`src/hw/rtl/bmi_pkg.sv`:
```
// bmi_pkg: shared types and constants for the banded matrix index block
// word structs, config register indexes and derived arithmetic widths
// depends on nothing
`default_nettype none

package bmi_pkg;

    localparam int COORD_WIDTH = 16;
    localparam int INDEX_WIDTH = 32;
    // products and sums are kept exact at this width, then cut to the index width
    localparam int PROD_WIDTH  = (2 * COORD_WIDTH + 3 > INDEX_WIDTH + 2) ?
                                 (2 * COORD_WIDTH + 3) : (INDEX_WIDTH + 2);
    localparam int CFG_IDX_WIDTH = 2;

    typedef logic [COORD_WIDTH-1:0] t_coord;
    typedef logic [INDEX_WIDTH-1:0] t_index;
    typedef logic [PROD_WIDTH-1:0]  t_prod;

    typedef enum logic [CFG_IDX_WIDTH-1:0] {
        CFG_ROW_COUNT  = 2'd0,
        CFG_COL_COUNT  = 2'd1,
        CFG_BAND_WIDTH = 2'd2
    } t_cfg_idx;

    typedef struct packed {
        t_coord row_index;
        t_coord col_index;
    } t_bmi_req;

    typedef struct packed {
        logic   in_band;
        t_index linear_index;
    } t_bmi_rsp;

endpackage

`default_nettype wire

```
`src/hw/rtl/banded_matrix_index.sv`:
```
// banded_matrix_index: k-band linear index generator, top level
// depends on bmi_pkg for word structs, register indexes and widths
`default_nettype none

// usage
//   request channel: drive i_req with (row, column) and raise start; the word
//   is taken at any rising edge where start is high and busy is low. busy is
//   held low, so a new word may be taken in every cycle.
//   result channel: o_valid is high for exactly one cycle with o_rsp holding
//   in_band and linear_index. the receiver cannot stall, and nothing here
//   waits on it: results leave in the order the words came in.
//   config port: i_cfg_we with i_cfg_idx selects row count, column count or
//   band half width, written from i_cfg_wdata; writes to unused indexes are
//   dropped. write only while no word is in flight.
// timing
//   the path is input register, band test and operand prep, four parallel
//   multipliers, then the final adder into the result register; one word
//   per cycle sustained.
// reset
//   synchronous, active low: pipeline empty, row and column count 1, band 0.

module banded_matrix_index (
    input  wire                    i_clk,
    input  wire                    i_rst_n,
    input  wire                    start,
    output logic                   busy,
    input  bmi_pkg::t_bmi_req      i_req,
    output logic                   o_valid,
    output bmi_pkg::t_bmi_rsp      o_rsp,
    input  wire                    i_cfg_we,
    input  wire [bmi_pkg::CFG_IDX_WIDTH-1:0] i_cfg_idx,
    input  wire [bmi_pkg::COORD_WIDTH-1:0]   i_cfg_wdata
);
    import bmi_pkg::*;

    localparam int CW = COORD_WIDTH;

    // configuration registers
    t_coord r_rows, r_cols, r_band;

    // pipeline valid bits
    logic r_in_vld, r_a_vld, r_b_vld, r_out_vld;

    // input register
    t_bmi_req r_in;

    // stage a: band test and multiplier operands
    logic            r_a_ok;
    t_coord          r_a_left;
    t_coord          r_a_p;
    t_coord          r_a_xmp;
    logic [CW:0]     r_a_db;
    t_coord          r_a_m1;
    logic [CW:0]     r_a_base;

    // stage b: products
    logic            r_b_ok;
    t_prod           r_b_tl, r_b_tr, r_b_pdb, r_b_xpm;
    logic [CW:0]     r_b_base;

    // result register
    t_bmi_rsp        r_out;

    // stage a combinational
    logic            n_a_ok;
    t_coord          n_a_left, n_a_p, n_a_xmp, n_a_m1;
    logic [CW:0]     n_a_db, n_a_base;
    logic [CW+1:0]   x_e, y_e, n_e, m_e, b_e, d_e;
    t_coord          p_lim;
    t_prod           n_idx;

    assign busy = 1'b0;

    always_ff @(posedge i_clk) begin
        if (!i_rst_n) begin
            r_rows    <= t_coord'(1);
            r_cols    <= t_coord'(1);
            r_band    <= '0;
            r_in_vld  <= 1'b0;
            r_a_vld   <= 1'b0;
            r_b_vld   <= 1'b0;
            r_out_vld <= 1'b0;
        end else begin
            if (i_cfg_we) begin
                unique case (i_cfg_idx)
                    CFG_ROW_COUNT:  r_rows <= i_cfg_wdata;
                    CFG_COL_COUNT:  r_cols <= i_cfg_wdata;
                    CFG_BAND_WIDTH: r_band <= i_cfg_wdata;
                    default: ;
                endcase
            end
            r_in_vld  <= start && !busy;
            r_a_vld   <= r_in_vld;
            r_b_vld   <= r_a_vld;
            r_out_vld <= r_b_vld;
        end
    end

    // band membership and row geometry
    always_comb begin
        x_e = {2'b00, r_in.row_index};
        y_e = {2'b00, r_in.col_index};
        n_e = {2'b00, r_rows};
        m_e = {2'b00, r_cols};
        b_e = {2'b00, r_band};
        d_e = m_e - n_e;

        n_a_ok = (m_e >= n_e) && (x_e < n_e) && (y_e < m_e)
                 && (y_e + b_e >= x_e) && (y_e <= x_e + b_e + d_e);

        // first column of this row, also the triangle size of the left sum
        n_a_left = (r_in.row_index > r_band) ? (r_in.row_index - r_band) : '0;

        // rows below p end on the shifted diagonal, the rest on the last column
        p_lim   = (r_rows > r_band) ? (r_rows - r_band) : '0;
        n_a_p   = (p_lim > r_in.row_index) ? r_in.row_index : p_lim;
        n_a_xmp = r_in.row_index - n_a_p;
        n_a_db  = d_e[CW:0] + {1'b0, r_band};
        n_a_m1  = r_cols - t_coord'(1);
        // row plus offset within the row
        n_a_base = {1'b0, r_in.row_index} + {1'b0, r_in.col_index - n_a_left};
    end

    // final sum: x + tri(p) + p*(d+b) + (x-p)*(m-1) - tri(left) + (y-left)
    always_comb begin
        n_idx = t_prod'(r_b_base) + (r_b_tr >> 1) + r_b_pdb + r_b_xpm - (r_b_tl >> 1);
    end

    // datapath registers, no reset needed
    // k-1 wraps in coordinate width; the product is zero there anyway
    always_ff @(posedge i_clk) begin
        if (start && !busy) begin
            r_in <= i_req;
        end
        r_a_ok   <= n_a_ok;
        r_a_left <= n_a_left;
        r_a_p    <= n_a_p;
        r_a_xmp  <= n_a_xmp;
        r_a_db   <= n_a_db;
        r_a_m1   <= n_a_m1;
        r_a_base <= n_a_base;

        r_b_ok   <= r_a_ok;
        r_b_base <= r_a_base;
        r_b_tl   <= t_prod'(r_a_left) * t_prod'(t_coord'(r_a_left - t_coord'(1)));
        r_b_tr   <= t_prod'(r_a_p) * t_prod'(t_coord'(r_a_p - t_coord'(1)));
        r_b_pdb  <= t_prod'(r_a_p) * t_prod'(r_a_db);
        r_b_xpm  <= t_prod'(r_a_xmp) * t_prod'(r_a_m1);

        r_out.in_band      <= r_b_ok;
        r_out.linear_index <= r_b_ok ? n_idx[INDEX_WIDTH-1:0] : '0;
    end

    assign o_valid = r_out_vld;
    assign o_rsp   = r_out;

endmodule

`default_nettype wire
```
`config.mk`:
```
export PLATFORM = sky130hd
export DESIGN_NAME = banded_matrix_index
export DESIGN_NICKNAME = d
export VERILOG_FILES = /design/src/hw/rtl/bmi_pkg.sv /design/src/hw/rtl/banded_matrix_index.sv
export SDC_FILE = /design/constraint.sdc
export NUM_CORES = 2
export LEC_CHECK = 0
export BUFFER_PORTS_ARGS = -buffer_cell sky130_fd_sc_hd__clkbuf_2
export CAP_MARGIN = 5
export CORE_AREA = 8 8 527 374
export CTS_BUF_LIST = sky130_fd_sc_hd__clkbuf_4 sky130_fd_sc_hd__clkbuf_8 sky130_fd_sc_hd__clkbuf_16
export DETAILED_ROUTE_END_ITERATION = 10
export DIE_AREA = 0 0 535 382
export PLACE_DENSITY = 0.44
export SLEW_MARGIN = 20
export SYNTH_ARGS = -nofsm -noshare
export SYNTH_HDL_FRONTEND = slang
export SYNTH_SLANG_ARGS = --single-unit
```
`constraint.sdc`:
```
create_clock -name i_clk -period 24.3 [get_ports i_clk]
set_input_delay 4.86 -clock i_clk [delete_from_list [all_inputs] [get_ports i_clk]]
set_output_delay 4.86 -clock i_clk [all_outputs]
set_load 0.1 [all_outputs]
```
==> impl_results.md <==
- HP Class: flip-flop to flip-flop
- Fill cells: roughly 20000
- Fin. Hold Viols: 0
- Grt ovf: 0
- Crit path max fanout: 20
- CP required: 24.86 ns
- Core Area: 189000 sq um
- Post-Syn Instances: 6227
- Setup Buffers After CTS: 0
- TritonCTS buffer count: between 40 and 50
- Ys Warns: 0
- Post-synthesis compound-gate area fraction: 9.25%
- Status: completed
- Post-Synthesis Net Count: 7887
- Worst-path clk slew: 0.06 ns
- Placed inst area: 59600 sq um
- I/O Pins: 89
- 1st-iter DRT viols: between 2000 and 3000
- DR WL/cell: 20.5 microns
- Die span in x: 535 microns
- Adder-cell share of the synthesized area: between 40% and 50%
- Hpwl dp: 149 mm
- # DRC: 0
- Via count of the routed design: 41100
- Crit Path Category: flip-flop to flip-flop
- Longest Clk Path Bufs: 3
- FMAX: 108 MHz
- TNS Setup: 0 ns
- Post-cts resize count: 0
- Initial antenna violation count: 12
- Hold buffers post-CTS: 0
- CTS sink count: 360
- Worst hold start: r_a_base[0]
- Die Height: 382 microns
- Setup ws final: 15.02 ns
- XOR/XNOR Fraction of Synth Area: 4.11%
- H-tree levels: 2
- First-pass GRT wire length: 275 mm
- Netlist cell types: 80
- Slew Viols, Final: 0
- Number of synthesized flops with an enable pin: 32
- Hold WS: 0.327 ns
- Final nets: ~8000
- Initial core utilization: 29.8%
- DP Worst Slack: 15.13 ns
- ANT nets after route: 0
- Drt total wl: 180 mm
- Vias in the first global route: 43000
- Worst setup SP type: flip-flop
- Flop2flop setup slack: 15.02 ns
- Simple-gate area share of the yosys netlist: around 16%
- Port buffer count: 87
- CTS tree: done
- RR Endpoint: r_b_tl[28]
- Max-cap violations: 0
- Skew-Pair Late Insertion Delay: 0.63 ns
- Final min period: 9.29 ns
- Tcrit/Tclk final: 38.2%
- Post-synthesis mux area share: less than 1%
- Sequential cell area: 7530 sq um
- GR Util All Layers: ~18%
- Design area: 61000 sq um
- Row cnt: 134
- Unrepaired setup endpoints after global routing: no
- Main synth FF type: dfxtp_1
- Layout Area Growth over Synthesis: 8.36%
- Final setup fails: 0
- Via density per instance: 4.68
- Worst Hold Path EP: r_b_base[0]
- Clock skew: approximately 0.029 ns
- Reg2reg path depth: 27
- Register bit count reported by yosys: 360
- Worst setup EP type: flip-flop
- Reg-to-Reg Start: r_a_left[0]
- Relative slew slack: 24.1%
- Largest family of logic cells by synthesized area: adder cells
- Synthesized cell area: roughly 56000 sq um
- CTS root buffer: clkbuf_16
- Critical Path AT: about 9.8 ns
- Pin count of the biggest net entering global routing: 53
- Area of the multi-input gates: 43300 sq um
- Hold Path Depth: 0
- Synthesized area per cell: 9.04 sq um
- First-pass DRT Iterations: 6
- Ys async rst share: 0%
- Slew at the pin with the worst max-slew slack: between 1 and 1.5 ns
- Routability Congestion: between 0.8 and 0.9
- Register area share after synthesis: 13.4%
- Layout cell share with drive strength beyond 1: 3.96%
- Die area: around 200000 sq um
-- worst max-delay path: stages, from the launching register on --
cell	delay, ns
dfxtp_1	0.49
clkinv_1	0.49
ha_1	0.24
inv_1	0.05
or3_1	0.33
or3_1	0.36
or3_1	0.34
or3_1	0.36
or3b_2	0.49
ha_1	0.64
nand2b_1	0.20
fa_1	0.44
fa_1	0.50
inv_1	0.06
fa_1	0.52
fa_1	0.44
fa_1	0.50
inv_1	0.05
fa_1	0.48
inv_1	0.04
ha_1	0.21
a2111oi_0	0.42
a21oi_1	0.23
o21ai_1	0.39
o21ai_0	0.16
a21o_1	0.24
or4_1	0.41
nand4_1	0.10
-- final cells by class --
cell class | instances | share of cell area [%]
Multi-Input combinational cell | 4396 | 70.9
Tap cell | 2516 | 5.16
Antenna cell | 5 | 0.0205
Inverter | 1289 | 7.93
Clock inverter | 27 | 0.470
Timing Repair Buffer | 136 | 1.32
Clock buffer | 50 | 1.88
Sequential cell | 360 | 12.3
-- cells in the final DEF, fill, tap and decap left out, types with 11 or more instances in the layout --
master	instances
and3_1	24
or3_1	29
clkbuf_16	43
buf_4	49
a31oi_1	26
a21boi_0	55
nor2_1	207
and2_1	247
or2_2	14
o21a_1	62
xor2_1	92
dfxtp_1	327
nor2b_1	174
nor3b_1	11
ha_1	714
nand2b_1	302
o211ai_1	17
nand3_1	39
fa_1	892
a21oi_1	209
nand2_1	551
edfxtp_1	32
o21ai_0	120
o21bai_1	29
nand4_1	40
a21o_1	148
xnor2_1	172
inv_1	1285
a211oi_1	25
clkbuf_2	87
nor3_1	51
-- layer usage --
| metal | GRT usage, % | wire length (microns) | vias up |
|---|---|---|---|
| met5 | 0 | 0 | - |
| met4 | 2.25 | 2000 | 0 |
| met3 | 3.23 | 11700 | 105 |
| met2 | 24.8 | 70000 | 925 |
| met1 | 28.2 | 96100 | 20600 |
| li1 | - | - | 19400 |
-- through the flow --
| step | cells | utilization (%) |
|---|---|---|
| finish | 8779 | 32.3 |
| global route | 8774 | 32.3 |
| detailed placement | 8697 | 31.5 |
| global placement | 8697 | 31.5 |
| CTS | 8774 | 32.3 |
| floorplan | 6227 | - |
-- registers in the layout, indices dropped and copies added, names as in the netlist, 17 cells and up --
| signal | flops |
|---|---|
| r_b_xpm | 32 |
| r_b_tr | 31 |
| r_b_base | 17 |
| r_b_pdb | 32 |
| o_rsp | 33 |
| r_a_db | 17 |
| r_in | 32 |
| r_a_base | 17 |
| r_b_tl | 31 |
-- how the worst max path moves through the flow --
| stage | from | end | slack [ns] | cells after the start |
|---|---|---|---|---|
| 2_1_floorplan | r_a_left[0] | r_b_tl[28] | 16.17 | 29 |
| 3_5_place_dp | r_a_left[0] | r_b_tl[28] | 15.13 | 27 |
| 6_report | r_a_left[0] | r_b_tl[28] | 15.02 | 27 |
| 4_1_cts | r_a_left[0] | r_b_tl[28] | 15.03 | 27 |
| 5_1_grt | r_a_left[0] | r_b_tl[31] | 14.54 | 27 |
| 3_3_place_gp | r_a_left[0] | r_b_tl[28] | 15.24 | 27 |
-- synthesized netlist by cell type (7+ instances only) --
library cell | count | area share [%]
inv_1 | 1285 | 8.6
fa_1 | 892 | 32
ha_1 | 714 | 16
nand2_1 | 551 | 3.7
dfxtp_1 | 328 | 12
nand2b_1 | 302 | 3.4
and2_1 | 247 | 2.7
a21oi_1 | 209 | 1.9
nor2_1 | 207 | 1.4
nor2b_1 | 174 | 1.9
clkbuf_1 | 173 | 1.2
xnor2_1 | 172 | 2.7
a21o_1 | 148 | 2.0
o21ai_0 | 121 | 1.1
xor2_1 | 92 | 1.4
o21a_1 | 62 | 0.83
a21boi_0 | 55 | 0.73
nor3_1 | 51 | 0.45
nand4_1 | 40 | 0.44
nand3_1 | 39 | 0.35
edfxtp_1 | 32 | 1.7
o21bai_1 | 29 | 0.39
or3_1 | 29 | 0.32
a31oi_1 | 26 | 0.29
a211oi_1 | 25 | 0.33
and3_1 | 24 | 0.27
o211ai_1 | 17 | 0.23
or2_2 | 14 | 0.16
nor3b_1 | 12 | 0.16
a2111oi_0 | 10 | 0.16
nor4_1 | 10 | 0.11
o31ai_1 | 9 | 0.12
a221oi_1 | 8 | 0.12
a31o_2 | 7 | 0.11
-- cell families (layout without fill, tap and decap cells) --
kind of cell / count (synthesis) / after routing
multiplexers: 3 / 3
flip-flops: 360 / 360
XOR/XNOR: 264 / 264
buffers and inverters: 1471 / 1502
other: 1 / 6
adder cells (fa/ha/maj): 1606 / 1606
AND/OR/NAND/NOR: 1731 / 1731
AO/OA/AOI/OAI: 791 / 791
Power is not shown: default switching activity piles up to over one toggle a cycle in this logic, so the estimate is an artifact.
